<file path="src/hw/rtl/bqe_pkg.sv">
package bqe_pkg;

   localparam int CordicSteps = 24;
   localparam int StepW       = 5;
   localparam int CfgIdxW     = 3;

   localparam logic [CfgIdxW-1:0] CfgRightX = 3'd0;
   localparam logic [CfgIdxW-1:0] CfgRightY = 3'd1;
   localparam logic [CfgIdxW-1:0] CfgRightZ = 3'd2;
   localparam logic [CfgIdxW-1:0] CfgUpX    = 3'd3;
   localparam logic [CfgIdxW-1:0] CfgUpY    = 3'd4;
   localparam logic [CfgIdxW-1:0] CfgUpZ    = 3'd5;

   localparam logic signed [33:0] CordicGain = 34'sd652032874;

   typedef struct packed {
      logic signed [31:0] pos_x;
      logic signed [31:0] pos_y;
      logic signed [31:0] pos_z;
      logic signed [31:0] width;
      logic signed [31:0] height;
      logic signed [31:0] pivot_u;
      logic signed [31:0] pivot_v;
      logic [15:0]        angle;
      logic signed [31:0] tex_u0;
      logic signed [31:0] tex_v0;
      logic signed [31:0] tex_u1;
      logic signed [31:0] tex_v1;
   } req_type;

   typedef struct packed {
      logic               result_kind;
      logic signed [31:0] vert_x;
      logic signed [31:0] vert_y;
      logic signed [31:0] vert_z;
      logic signed [31:0] vert_u;
      logic signed [31:0] vert_v;
      logic [31:0]        index_value;
      logic               last;
   } rsp_type;

   typedef enum logic [3:0] {
      OP_IDLE, OP_LOAD, OP_CORDIC, OP_SINCOS, OP_DUDV, OP_ROT_A, OP_ROT_B,
      OP_PROJ_A, OP_PROJ_B, OP_VERT, OP_INDEX
   } op_type;

   typedef struct packed {
      op_type     op;
      logic [4:0] step;
      logic [1:0] corner;
      logic [2:0] idx;
      logic       last;
   } cmd_type;

   typedef struct packed {
      logic rsp_busy;
   } sts_type;

   function automatic logic signed [33:0] atan_val(input logic [StepW-1:0] i);
      logic signed [33:0] r;
      unique case (i)
         5'd0: r = 34'sd536870912;  5'd1: r = 34'sd316933406;
         5'd2: r = 34'sd167458907;  5'd3: r = 34'sd85004756;
         5'd4: r = 34'sd42667331;   5'd5: r = 34'sd21354465;
         5'd6: r = 34'sd10679838;   5'd7: r = 34'sd5340245;
         5'd8: r = 34'sd2670163;    5'd9: r = 34'sd1335087;
         5'd10: r = 34'sd667544;    5'd11: r = 34'sd333772;
         5'd12: r = 34'sd166886;    5'd13: r = 34'sd83443;
         5'd14: r = 34'sd41722;     5'd15: r = 34'sd20861;
         5'd16: r = 34'sd10430;     5'd17: r = 34'sd5215;
         5'd18: r = 34'sd2608;      5'd19: r = 34'sd1304;
         5'd20: r = 34'sd652;       5'd21: r = 34'sd326;
         5'd22: r = 34'sd163;       5'd23: r = 34'sd81;
         default: r = 34'sd0;
      endcase
      return r;
   endfunction

   function automatic logic signed [31:0] sat32(input logic signed [49:0] v);
      logic signed [31:0] r;
      if (v > 50'sd2147483647) r = 32'sh7fffffff;
      else if (v < -50'sd2147483648) r = 32'sh80000000;
      else r = v[31:0];
      return r;
   endfunction

endpackage

</file>
<file path="src/hw/rtl/bqe_ctrl.sv">
module bqe_ctrl import bqe_pkg::*; (
   input  logic    clock,
   input  logic    reset,
   input  logic    req_valid,
   output logic    req_stall,
   input  sts_type sts,
   output cmd_type cmd
);

   typedef enum logic [3:0] {
      S_IDLE, S_CORDIC, S_SINCOS, S_DUDV, S_ROT_A, S_ROT_B, S_PROJ_A, S_PROJ_B,
      S_VERT, S_INDEX
   } state_type;

   state_type  state_ff, state_in;
   logic [4:0] step_ff, step_in;
   logic [1:0] corner_ff, corner_in;
   logic [2:0] idx_ff, idx_in;

   assign req_stall = (state_ff != S_IDLE);

   always_comb begin
      state_in  = state_ff;
      step_in   = step_ff;
      corner_in = corner_ff;
      idx_in    = idx_ff;
      cmd       = '{op: OP_IDLE, step: step_ff, corner: corner_ff, idx: idx_ff,
                    last: 1'b0};
      unique case (state_ff)
         S_IDLE: begin
            if (req_valid) begin
               cmd.op    = OP_LOAD;
               state_in  = S_CORDIC;
               step_in   = '0;
               corner_in = '0;
               idx_in    = '0;
            end
         end
         S_CORDIC: begin
            cmd.op  = OP_CORDIC;
            step_in = step_ff + 5'd1;
            if (step_ff == 5'(CordicSteps - 1)) state_in = S_SINCOS;
         end
         S_SINCOS: begin
            cmd.op   = OP_SINCOS;
            state_in = S_DUDV;
         end
         S_DUDV: begin
            cmd.op   = OP_DUDV;
            state_in = S_ROT_A;
         end
         S_ROT_A: begin
            cmd.op   = OP_ROT_A;
            state_in = S_ROT_B;
         end
         S_ROT_B: begin
            cmd.op   = OP_ROT_B;
            state_in = S_PROJ_A;
         end
         S_PROJ_A: begin
            cmd.op   = OP_PROJ_A;
            state_in = S_PROJ_B;
         end
         S_PROJ_B: begin
            cmd.op   = OP_PROJ_B;
            state_in = S_VERT;
         end
         S_VERT: begin
            if (!sts.rsp_busy) begin
               cmd.op    = OP_VERT;
               corner_in = corner_ff + 2'd1;
               state_in  = (corner_ff == 2'd3) ? S_INDEX : S_DUDV;
            end
         end
         S_INDEX: begin
            if (!sts.rsp_busy) begin
               cmd.op   = OP_INDEX;
               cmd.last = (idx_ff == 3'd5);
               idx_in   = idx_ff + 3'd1;
               if (idx_ff == 3'd5) state_in = S_IDLE;
            end
         end
         default: state_in = S_IDLE;
      endcase
   end

   always_ff @(posedge clock) begin
      if (reset) begin
         state_ff  <= S_IDLE;
         step_ff   <= '0;
         corner_ff <= '0;
         idx_ff    <= '0;
      end else begin
         state_ff  <= state_in;
         step_ff   <= step_in;
         corner_ff <= corner_in;
         idx_ff    <= idx_in;
      end
   end

   a_step_range: assert property (@(posedge clock) disable iff (reset)
      state_ff == S_CORDIC |-> step_ff < 5'(CordicSteps))
      else $error("cordic step out of range");
   a_idle_after_last: assert property (@(posedge clock) disable iff (reset)
      cmd.op == OP_INDEX && cmd.last |=> state_ff == S_IDLE)
      else $error("no return to idle after last index");
   a_load_idle: assert property (@(posedge clock) disable iff (reset)
      cmd.op == OP_LOAD |-> state_ff == S_IDLE)
      else $error("load outside idle");

endmodule

</file>
<file path="config.mk">
export PLATFORM = sky130hd
export DESIGN_NAME = bqe_ctrl
export DESIGN_NICKNAME = d
export VERILOG_FILES = /design/src/hw/rtl/bqe_pkg.sv /design/src/hw/rtl/bqe_ctrl.sv
export SDC_FILE = /design/constraint.sdc
export NUM_CORES = 1
export LEC_CHECK = 0
export ABC_AREA = 1
export BUFFER_PORTS_ARGS = -buffer_cell sky130_fd_sc_hd__buf_2
export CAP_MARGIN = 20
export CORE_MARGIN = 5
export CORE_UTILIZATION = 50
export CTS_CLUSTER_SIZE = 14
export DETAILED_ROUTE_END_ITERATION = 10
export PLACE_DENSITY = 0.87
export SLEW_MARGIN = 20
export SYNTH_ARGS = -nofsm -noshare
export SYNTH_HDL_FRONTEND = slang
export SYNTH_SLANG_ARGS = --single-unit
</file>
<file path="constraint.sdc">
create_clock -name clock -period 1.6 [get_ports clock]
set_input_delay 0.24 -clock clock [delete_from_list [all_inputs] [get_ports clock]]
set_output_delay 0.24 -clock clock [all_outputs]
set_load 0.02 [all_outputs]
</file>
---- Word-level counts from Yosys, hierarchy flattened ----
Cells that the tools add are included.
word-level totals
  logic and storage cells ................. 54
  output and inout port bits .............. 16
  flip-flop bits (word level) ............. 14
  bits of input ports ..................... 4
operators by class
  reductions and logical operators ........ 9
  muxes and demuxes ....................... 21
  equality and inequality tests ........... 17
  add/sub/neg operators ................... 3
operators with widths
  kind                 count
  $pmux 4 s10          2
  $mux 4               8
  $eq 4x3->1 const B   4
  $ne 2x2->1 const B   5
  $pmux 5 s2           1
  $eq 4x2->1 const B   2
  $eq 4x4->1 const B   2
  $mux 3               2
  $pmux 3 s2           1
  $reduce_and 3->1     2
  $reduce_bool 2->1    3
  $add 5x1->5 const B  1
  $eq 5x5->1 const B   1
  $mux 5               1
  $reduce_and 5->1     1
  $eq 4x1->1 const B   1
  $logic_not 4->1      1
  $mux 2               2
  $pmux 2 s2           1
  $reduce_bool 4->1    1
  $add 3x1->3 const B  1
  $eq 3x3->1 const B   1
  $mux 1               3
  $add 2x1->2 const B  1
  other kinds (2)      2

---- Logic depth before layout (Yosys ltp) ----
Gate-level depths: netlist of run 1.
  depth after elaboration ................. 4
  mapped depth ............................ 9
  mapped depth without buffers ............ 9

---- Worst setup path before layout of run 1 ----
Ideal clock, no wire load.
  path type ............................... register to output
  start point ............................. register, netlist name step_ff[0]
  end point ............................... output cmd[11] (netlist bit)
  stages on the path, launching flop included .. 6
  path slack .............................. -70 ps
  path buffers ............................ 0
  arrival time ............................ 1430 ps
  data required time ...................... 1360 ps
  cell sequence ........................... dfxtp_1 > ha_1 > nand4_1 > nand2_1 > nand3_1 > nor3_1
RTL lines
  what              RTL line       text
  end: declaration  bqe_ctrl.sv:7  output cmd_type cmd

==> results of run 1 <==
## sequential cells by signal (all words and copies together), names as in the netlist
signal,count
corner_ff,2
step_ff,5
state_ff,4
idx_ff,3
## stage by stage
step | util [%] | setup slack, ps | total power [uW]
6_report | 68.1 | -49.0 | 2220
5_1_grt | 68.1 | -89.5 | 2400
4_1_cts | 67.2 | -1.68 | 2120
3_5_place_dp | 59.3 | 130 | 1690
3_3_place_gp | 59.3 | 199 | 1650
2_1_floorplan | - | 92.3 | 1390
## cell type report
type / count / area share, %
clock buffers: 4 / 3.12
multi-input cells: 102 / 49.9
inverters: 19 / 6.34
flip-flops and latches: 14 / 26.0
well taps: 25 / 2.69
repair buffers: 23 / 11.9
## cell usage in the layout, fill, tap and decap left out
| cell | n |
|---|---|
| nor2_4 | 4 |
| nand2_2 | 3 |
| clkbuf_8 | 1 |
| nor2_1 | 22 |
| dfxtp_2 | 3 |
| nand3_1 | 10 |
| nor3_2 | 1 |
| clkbuf_4 | 3 |
| xnor2_1 | 1 |
| o211ai_1 | 1 |
| o21a_1 | 2 |
| nor2_8 | 1 |
| inv_2 | 3 |
| nand4_1 | 3 |
| buf_6 | 1 |
| buf_4 | 7 |
| buf_2 | 15 |
| nand3_2 | 3 |
| inv_1 | 15 |
| nand2_4 | 1 |
| or2_0 | 1 |
| ha_1 | 3 |
| nor2_2 | 1 |
| dfxtp_4 | 5 |
| a21oi_1 | 7 |
| o21ai_0 | 6 |
| inv_4 | 1 |
| ha_4 | 1 |
| o21ai_1 | 2 |
| dfxtp_1 | 6 |
| o21bai_1 | 1 |
| nand2_1 | 28 |
## cell families after synthesis
kind of cell	share of synthesized area (%)
flops	31.8
compound gates	11.9
simple gates	41.6
buf+inv	8.09
xor+xnor	0.993
fa+ha+maj	5.67
## layer usage
metal / vias to the layer above / part of all wire [%]
li1: 489 / -
met1: 459 / 40
met2: 50 / 49
met3: 9 / 8.8
met4: 0 / 2.2
met5: - / 0
## worst max-delay path by stage
stage | from | endpoint | slack, ps | depth (start not counted)
CTS | state_ff[0] | cmd[11] | -2 | 6
detailed placement | state_ff[2] | cmd[11] | 130 | 7
global route | step_ff[1] | cmd[11] | -90 | 6
global placement | state_ff[3] | cmd[11] | 200 | 7
floorplan | step_ff[0] | cmd[11] | 90 | 5
finish | step_ff[1] | cmd[11] | -50 | 6
## worst max-delay path: stages (launching register included)
cell	delay (ps)
dfxtp_4	380
ha_4	150
nand4_1	110
nand2_1	110
nand3_2	90
nor3_2	110
buf_4	160
## power groups by stage
stage | sequential (uW) | clock (uW) | combinational [uW]
6_report | 581 | 266 | 1370
5_1_grt | 592 | 287 | 1520
4_1_cts | 568 | 272 | 1280
3_5_place_dp | 543 | 0 | 1150
3_3_place_gp | 538 | 0 | 1110
2_1_floorplan | 581 | 0 | 812
## repair_timing
action / CTS / global route
gates resized for setup: 23 / 7
buffers inserted: 4 / 0
pin swaps: 2 / 1
setup endpoints to repair: 5 / 5
gates cloned: 0 / 0
==> summary.md, run 1 <==
| Metric | Value |
|---|---|
| P_int | `1070 uW` |
| CTS Root Cell | `clkbuf_4` |
| Largest net degree at the start of global routing | `9` |
| Largest area contributor in the netlist | `dfxtp_1` |
| Post-synth ARST share | `0%` |
| I/O Buffers | `19` |
| GR Layer Usage met2 | `34.3%` |
| CORE AREA | `0.00171 sq mm` |
| # placed instances | `179` |
| Synth warn | `0` |
| Hold Path Class | `in2reg` |
| Hold-fix buffers, CTS | `0` |
| Final Slew Violations | `0` |
| CP Launch Type | `flop` |
| First-pass GRT wire length | `4.04 mm` |
| Total CTS buffers | `3` |
| TritonCTS clock tree | `done` |
| RSZ-0062 raised after global routing | `yes` |
| Post-Layout Cell Count | `187` |
| Vias per std cell | `5.39` |
| Vias post-DR | `1007` |
| Filler cells | `138` |
| Nets | `171` |
| R2R cell count | `8` |
| Row Count | `15` |
| Area Overhead vs Synth | `31.9%` |
| DRC Markers | `0` |
| Maxcap violations | `0` |
| Met3 global-route usage | `4.87%` |
| Overflow after GRT | `0` |
| Post-synthesis sequential area ratio | `31.8%` |
| Hold Violations, Final | `0` |
| Top cells by count, synth | `nand2_1 (31), nor2_1 (22), inv_1 (16)` |
| Pwr/cell area | `1910 mW/mm^2` |
| Die width | `52 um` |
| CP Data Arrival Time | `1410 ps` |
| Clock share of power | `12.0%` |
| Flop pwr share | `26.2%` |
| Fmax | `606 MHz` |
| Hold endpoint | `idx_ff[1]` |
| CP endpoint kind | `output pin` |
| Slew @ Worst Pin | `298 ps` |
| Seq. cell area | `303 sq um` |
| Final setup TNS | `-64.5 ps` |
| Worst Path Max Fanout | `4` |
| Hold Path Cell Cnt | `2` |
| DR pass1 iterations | `4` |
| WL/cell | `13.4 um` |
| Logic pwr share | `61.9%` |
| Final worst-path cycle share | `103%` |
| Most frequent cell after synthesis | `nand2_1` |
| Outcome | `complete, but fails checks` |
| Peak supply drop | `0.00126 V` |
| Fraction of layout cells with a size suffix above 1 | `33.3%` |
| Post-DP HPWL | `1.66 mm` |
| GPL Wtd Cong | `0.840` |
| Area occupied by multi-input gates | `581 sq um` |
| Most Used Layer, Global Route | `met2` |
| RR Startpoint | `state_ff[0]` |
| Mapped Cells | `135` |
| Synthesized Nets | `143` |
| Setup CP Type | `reg2out` |
| Worst skew pair latency | `290 ps` |
| CTS max path bufs | `2` |
| Seq cells post-synth | `14` |
| Final setup margin | `-49.0 ps` |
| Clock Pin Slew Worst Setup and Hold Paths | `100 ps` |
| GR Util met1 | `22.7%` |
| Number of enable flip-flop cells after synthesis | `0` |
| Die H | `52 um` |
| Synth top area share | `31.8%` |
| Drt total wl | `2.51 mm` |
| Pleak | `0.000553 uW` |
| Vias in the first global route | `947` |
| Initial core utilization | `51.6%` |
| Violated checks | `setup timing` |
| Initial DRC Count | `35` |
| Clock sink count | `14` |
| Hold Slack | `211 ps` |
| HP Start | `reset` |
| Final Skew | `7.16 ps` |
| Post-route cell area | `0.00116 sq mm` |
| Final setup viols | `2` |
| Largest cells by area after synthesis | `dfxtp_1 (32%), nand2_1 (13%), nor2_1 (9.4%), nand3_1 (7.4%), inv_1 (6.8%)` |
| GRT Util Overall | `19.7%` |
| Routed Antenna Nets | `0` |
| Worst EP required | `1360 ps` |
| Most used DFF post-synth | `dfxtp_1` |
| H-tree level count | `1` |
| Initial antenna violation count | `0` |
| Syn avg cell area | `6.53 sq um` |
| Placed Area | `0.00101 sq mm` |
| Max-slew headroom | `79.9%` |
| IO Count | `20` |
| Fin crit period | `1650 ps` |
| Sw power | `1150 uW` |
| Diode count | `0` |
| Synth cell types | `21` |
| Mapped cell area | `882 sq um` |
| Setup slack, reg-to-reg | `220 ps` |
| Die area | `0.00270 sq mm` |
| Sw Ratio | `51.7%` |
| R2r endpoint | `idx_ff[0]` |
(Power assumes the default switching activity.)
==> inputs of run 2 (changes only) <==
--- a/constraint.sdc
+++ b/constraint.sdc
@@ -3,2 +3,2 @@
 set_output_delay 0.24 -clock clock [all_outputs]
-set_load 0.02 [all_outputs]
+set_load 0.005 [all_outputs]
==> run 2 against run 1 <==
The run still ends with setup timing left. Cell count up 1.6%. Utilization down 0.37 points. Final area down 0.54%. Global-route usage up 1.3 points. Largest power group unchanged.
==> summary.md, run 2 (synthesis gave the netlist of run 1 again) <==
| Metric | Value |
|---|---|
| Routed Antenna Nets | `0 (unchanged)` |
| Final worst-path cycle share | `101% (-1.7 points)` |
| TritonCTS clock tree | `done` |
| Die area | `0.00270 sq mm (unchanged)` |
| CP peak stage delay | `400 ps (+20 ps)` |
| Initial antenna violation count | `0 (unchanged)` |
| Sw Ratio | `48.9% (-2.8 points)` |
| Area Overhead vs Synth | `31.2%` |
| Hold Path Class | `in2reg` |
| Most frequent cells in the layout | `nand2_1 (28), nor2_1 (21), buf_2 (19)` |
| Max FFs per register | `5 (unchanged)` |
| Max-slew headroom | `79.9% (about the same)` |
| Largest net degree at the start of global routing | `9 (unchanged)` |
| Peak supply drop | `0.00112 V (-11%)` |
| Logic pwr share | `60.0% (-1.9 points)` |
| DRC Markers | `0 (unchanged)` |
| Clock sink count | `14 (unchanged)` |
| GPL Wtd Cong | `0.905 (+7.8%)` |
| HP Start | `reset` |
| Cell chain of the critical path | `inv_2 > nor2_8 > nand2_4 > nor2_4 > inv_2 > o211ai_1 > buf_2` |
| P_int | `1060 uW (-1.5%)` |
| Vias post-DR | `1063 (+5.6%)` |
| Worst skew pair latency | `300 ps (about the same)` |
| Row Count | `15 (unchanged)` |
| Clock share of power | `13.1% (+1.1 points)` |
| Worst EP required | `1360 ps (about the same)` |
| Pleak | `0.000565 uW (+2.1%)` |
| Filler cells | `130 (-5.8%)` |
| Biggest register | `step_ff` |
| I/O Buffers | `19 (unchanged)` |
| Final Slew Violations | `0 (unchanged)` |
| Leading cell type in the layout, fill and taps excluded | `nand2_1` |
| Fraction of layout cells with a size suffix above 1 | `34.5% (+1.2 points)` |
| Vias per std cell | `5.59 (+3.9%)` |
| IO Count | `20 (unchanged)` |
| CTS max path bufs | `2 (unchanged)` |
| Final core occ | `67.8% (-0.37 points)` |
| Flop pwr share | `26.9% (+0.7 points)` |
| RSZ-0062 raised after global routing | `yes` |
| CP most frequent cell | `inv_2` |
| Placed Area | `0.00101 sq mm (-0.49%)` |
| Post-DP HPWL | `1.73 mm (+3.9%)` |
| Die H | `52 um (unchanged)` |
| Pre-CTS setup slack | `202 ps (+71.9 ps)` |
| Sw power | `1010 uW (-12%)` |
| CP endpoint kind | `output pin` |
| Leading registers by flop count | `step_ff x5, state_ff x4, idx_ff x3` |
| CORE AREA | `0.00171 sq mm (unchanged)` |
| Post-route cell area | `0.00116 sq mm (-0.54%)` |
| Vias in the first global route | `922 (-2.6%)` |
| GRT Util Overall | `21.0% (+1.3 points)` |
| Diode count | `0 (unchanged)` |
| Hold Violations, Final | `0 (unchanged)` |
| Slowest cell on crit path | `dfxtp_2` |
| Initial core utilization | `51.6% (unchanged)` |
| Nets | `174 (+1.8%)` |
| Post-Layout Cell Count | `190 (+1.6%)` |
| Drt total wl | `2.57 mm (+2.4%)` |
| CP Launch Type | `flop` |
| Worst Path Max Fanout | `6 (+2)` |
| Slew @ Worst Pin | `299 ps (+0.692 ps)` |
| Final setup viols | `2 (unchanged)` |
| Setup CP Type | `reg2out` |
| Initial DRC Count | `33 (-5.7%)` |
| Total CTS buffers | `3 (unchanged)` |
| Fmax | `617 MHz (+1.7%)` |
| Clock Pin Slew Worst Setup and Hold Paths | `100 ps (about the same)` |
| Overflow after GRT | `0 (unchanged)` |
| # placed instances | `179 (unchanged)` |
| Maxcap violations | `0 (unchanged)` |
| Crit path from | `state_ff[3]` |
| H-tree level count | `1 (unchanged)` |
| Outcome | `complete, but fails checks` |
| Final Skew | `8.65 ps (+1.49 ps)` |
| Pwr/cell area | `1790 mW/mm^2 (-6.4%)` |
| DR pass1 iterations | `5 (+1)` |
| Fin crit period | `1620 ps (-27.4 ps)` |
| Die width | `52 um (unchanged)` |
| Final setup TNS | `-34.3 ps (+30.2 ps)` |
| Violated checks | `setup timing` |
| CTS Root Cell | `clkbuf_4` |
| CP Data Arrival Time | `1380 ps (-30 ps)` |
| RR Startpoint | `state_ff[0]` |
| First-pass GRT wire length | `4.15 mm (+2.9%)` |
| Final setup margin | `-21.6 ps (+27.4 ps)` |
| WL/cell | `13.5 um (+0.81%)` |
-- run 2: changes by cell type in the layout (fill, tap and decap cells not counted) --
cell / previous run / this run
buf_2: 15 / 19
buf_6: 1 / 0
nor2_1: 22 / 21
ha_4: 1 / 0
dfxtp_4: 5 / 2
inv_1: 15 / 16
ha_2: 0 / 1
nor2_2: 1 / 2
inv_2: 3 / 2
dfxtp_2: 3 / 6
-- run 2: routing by layer --
| metal | up-vias | track usage, % | routed length [um] |
|---|---|---|---|
| li1 | 499 | - | - |
| met1 | 475 | 24.2 | 1030 |
| met2 | 64 | 33.3 | 1190 |
| met3 | 25 | 7.74 | 200 |
| met4 | 0 | 11.4 | 151 |
| met5 | - | 0 | 0 |
-- run 2: cell type report --
cell class | count | area (sq um) | area share (%)
inverter | 19 | 73.8 | 6.38
clock buffer | 4 | 36.3 | 3.14
sequential | 14 | 295 | 25.5
tap | 25 | 31.3 | 2.70
multi-input combinational | 102 | 573 | 49.5
timing repair buffer | 26 | 148 | 12.8
-- run 2: worst max-delay path, delay by kind of cell (launching register included) --
family | cells | cell delay, ps
AO/OA/AOI/OAI | 1 | 70
buffers and inverters | 3 | 290
flip-flops | 1 | 400
AND/OR/NAND/NOR | 3 | 320
-- run 2: power by group through the flow --
stage / sequential (uW) / combinational, uW / clock (uW)
global route: 572 / 1380 / 291
global placement: 536 / 955 / 0
CTS: 551 / 1090 / 272
detailed placement: 544 / 999 / 0
finish: 557 / 1240 / 271
floorplan: 532 / 706 / 0
-- run 2: final timing paths --
check / endpoint / slack, ps / cells after the start
setup / recovery: cmd[14] / -20 / 7
hold / removal: state_ff[1] / 210 / 2
setup reg to reg: step_ff[1] / 200 / 8
hold reg to reg: idx_ff[1] / 490 / 2
-- run 2: what timing repair did --
action                     4_1_cts  5_1_grt
setup endpoints to repair        4        4
resized for setup               15        7
buffers inserted                 3        4
pin swaps                        1        2
hold buffers                     0        0
-- run 2: through the flow --
step / hold slack, ps / total power [uW]
finish: 208 / 2070
global route: 193 / 2240
CTS: 197 / 1910
detailed placement: 491 / 1540
global placement: 487 / 1490
floorplan: 309 / 1240
==> inputs of run 3 (changes only) <==
Settings changed: CORE_UTILIZATION 50 to 25, PLACE_DENSITY 0.87 to 0.55.
==> run 3 against run 2 <==
The run now ends clean. Cell count increased by 13%. Register-to-register slack got worse by 70 ps. Global-route usage decreased by 10 points. Final area increased by 5.2%. Power decreased by 3.3%. Fmax increased by 2.1%. Setup slack improved by 33 ps. Clock power decreased by 25%. Largest power group unchanged. Highest routed layer is now met3.
==> summary.md, run 3 (synthesis gave the netlist of run 1 again) <==
| Metric | Value |
|---|---|
| Total Power | `2000 uW (-3.3%)` |
| Vias post-DR | `943 (-11%)` |
| Vias per std cell | `4.41 (-21%)` |
| IO Count | `20 (unchanged)` |
| CTS max path bufs | `2 (unchanged)` |
| Final Skew | `4.64 ps (-4.00 ps)` |
| Clock sink count | `14 (unchanged)` |
| Area Overhead vs Synth | `38.0%` |
| First-pass GRT wire length | `4.23 mm (+1.8%)` |
| Vias in the first global route | `910 (-1.3%)` |
| DR pass1 iterations | `4 (-1)` |
| Leading cell type in the layout, fill and taps excluded | `nand2_1` |
| Fin crit period | `1590 ps (-33.4 ps)` |
| CP Data Arrival Time | `1350 ps (-30 ps)` |
| Total CTS buffers | `3 (unchanged)` |
| GRT Util Overall | `10.6% (-10 points)` |
| Initial core utilization | `26.0% (-26 points)` |
| Hold Violations, Final | `0 (unchanged)` |
| Setup CP Type | `reg2out` |
| Pleak | `0.000578 uW (+2.2%)` |
| Placed Area | `0.00104 sq mm (+3.3%)` |
| P_int | `1040 uW (-2.0%)` |
| I/O Buffers | `19 (unchanged)` |
| Hold Path Class | `in2reg` |
| Worst skew pair latency | `280 ps (-20 ps)` |
| Row Count | `21 (+6)` |
| Die width | `69.4 um (+33%)` |
| Final worst-path cycle share | `99.3% (-2.1 points)` |
| Clock Pin Slew Worst Setup and Hold Paths | `90 ps (about the same)` |
| DRC Markers | `0 (unchanged)` |
| Sw Ratio | `48.2% (-0.67 points)` |
| Fmax | `630 MHz (+2.1%)` |
| Peak supply drop | `0.000536 V (-52%)` |
| Slowest cell on crit path | `dfxtp_4` |
| Delay-heaviest family, CP | `simple AND/OR/NAND/NOR gates` |
| WL/cell | `11.2 um (-17%)` |
| Most frequent cells in the layout | `nand2_1 (28), nor2_1 (20), buf_2 (19)` |
| Pwr/cell area | `1640 mW/mm^2 (-8.1%)` |
| CTS Root Cell | `clkbuf_4` |
| Hold Slack | `230 ps (+21.8 ps)` |
| Max-slew headroom | `77.6% (-2.3 points)` |
| Worst Path Max Fanout | `6 (unchanged)` |
| Drt total wl | `2.39 mm (-7.0%)` |
| CP endpoint kind | `output pin` |
| Clock share of power | `10.2% (-2.9 points)` |
| Outcome | `finished, final reports clean` |
| RSZ-0062 raised after global routing | `yes` |
| Routed Antenna Nets | `0 (unchanged)` |
| CP Launch Type | `flop` |
| Die H | `69.4 um (+33%)` |
| H-tree level count | `1 (unchanged)` |
| Initial DRC Count | `47 (+42%)` |
| Final Slew Violations | `0 (unchanged)` |
| Post-DP HPWL | `1.75 mm (+1.3%)` |
| Hold-fix buffers, CTS | `0 (unchanged)` |
| WP buf/inv | `1 (-2)` |
| Die area | `0.00482 sq mm (+78%)` |
| Diode count | `0 (unchanged)` |
| Max FFs per register | `5 (unchanged)` |
| Filler cells | `378 (+190%)` |
| Post-route cell area | `0.00122 sq mm (+5.2%)` |
| Flop pwr share | `29.3% (+2.4 points)` |
| CORE AREA | `0.00339 sq mm (+98%)` |
| Cell chain of the critical path | `nor2_4 > nand3_1 > nand2_2 > nor3_2 > buf_2` |
| Slew @ Worst Pin | `332 ps (+33.7 ps)` |
| Worst EP required | `1360 ps (about the same)` |
| Largest net degree at the start of global routing | `9 (unchanged)` |
| Biggest register | `step_ff` |
| Logic pwr share | `60.5% (+0.5 points)` |
| Leading registers by flop count | `step_ff x5, state_ff x4, idx_ff x3` |
| Final setup TNS | `0 ps (+34.3 ps)` |
| Maxcap violations | `0 (unchanged)` |
| Sw power | `964 uW (-4.6%)` |
| Overflow after GRT | `0 (unchanged)` |
| Fraction of layout cells with a size suffix above 1 | `36.3% (+1.8 points)` |
| GPL Wtd Cong | `0.857 (-5.3%)` |
| CP peak stage delay | `380 ps (-20 ps)` |
| TritonCTS clock tree | `done` |
| Nets | `178 (+2.3%)` |
| Final setup viols | `0 (-2)` |
| Initial antenna violation count | `0 (unchanged)` |
## run 3: changes by cell type in the layout (fill, tap and decap cells not counted), sizes merged
cell,previous run,this run
buf,26,30
clkbuf,4,3
## run 3: path summary, 6_finish.rpt
path,from,depth (start not counted),slack [ps],to
setup / recovery,state_ff[0],5,10,cmd[11]
hold / removal,reset,2,230,step_ff[1]
setup reg to reg,state_ff[3],9,130,idx_ff[0]
hold reg to reg,idx_ff[2],2,530,idx_ff[2]
## run 3: stage by stage
stage | worst slack [ps] | util (%) | cells
global route | -76.8 | 35.9 | 214
CTS | -23.3 | 35.0 | 212
finish | 11.7 | 35.9 | 214
floorplan | 366 | - | 135
detailed placement | 164 | 30.7 | 201
global placement | 137 | 30.7 | 201
## run 3: power groups by stage
stage / combinational, uW / sequential [uW] / clock, uW
final: 1210 / 585 / 204
after global routing: 1390 / 602 / 232
after CTS: 1170 / 566 / 217
after detailed placement: 1020 / 548 / 0
after global placement: 1050 / 543 / 0
after floorplan: 706 / 532 / 0
## run 3: area by class of cell
type                            instances  area, sq um  area share [%]
Clock buffer                            3         22.5            1.85
Inverter                               19         78.8            6.47
Sequential cell                        14          303            24.9
Timing Repair Buffer                   30          178            14.6
Multi-Input combinational cell        102          578            47.5
Tap cell                               46         57.6            4.73
## run 3: worst reg2reg max path: cells and delay by family, from the launching register on
kind / cells / cell delay (ps)
and+or+nand+nor: 5 / 520
AOI/OAI and AO/OA: 1 / 150
buffers and inverters: 3 / 300
DFF: 1 / 400
## run 3: per-layer routing
layer | up-vias | share of wire, % | track usage, % | wire, um
li1 | 502 | - | - | -
met1 | 401 | 50 | 15.2 | 1190
met2 | 40 | 42 | 15.7 | 1010
met3 | 0 | 7.9 | 3.77 | 189
met4 | 0 | 0 | 0.651 | 0
met5 | - | 0 | 0 | 0
## run 3: timing repair
item | CTS | global route
endpoints found under the setup margin | 4 | 4
cloned | 0 | 0
resized for setup | 21 | 7
setup buffers | 8 | 2
pin swaps | 6 | 3
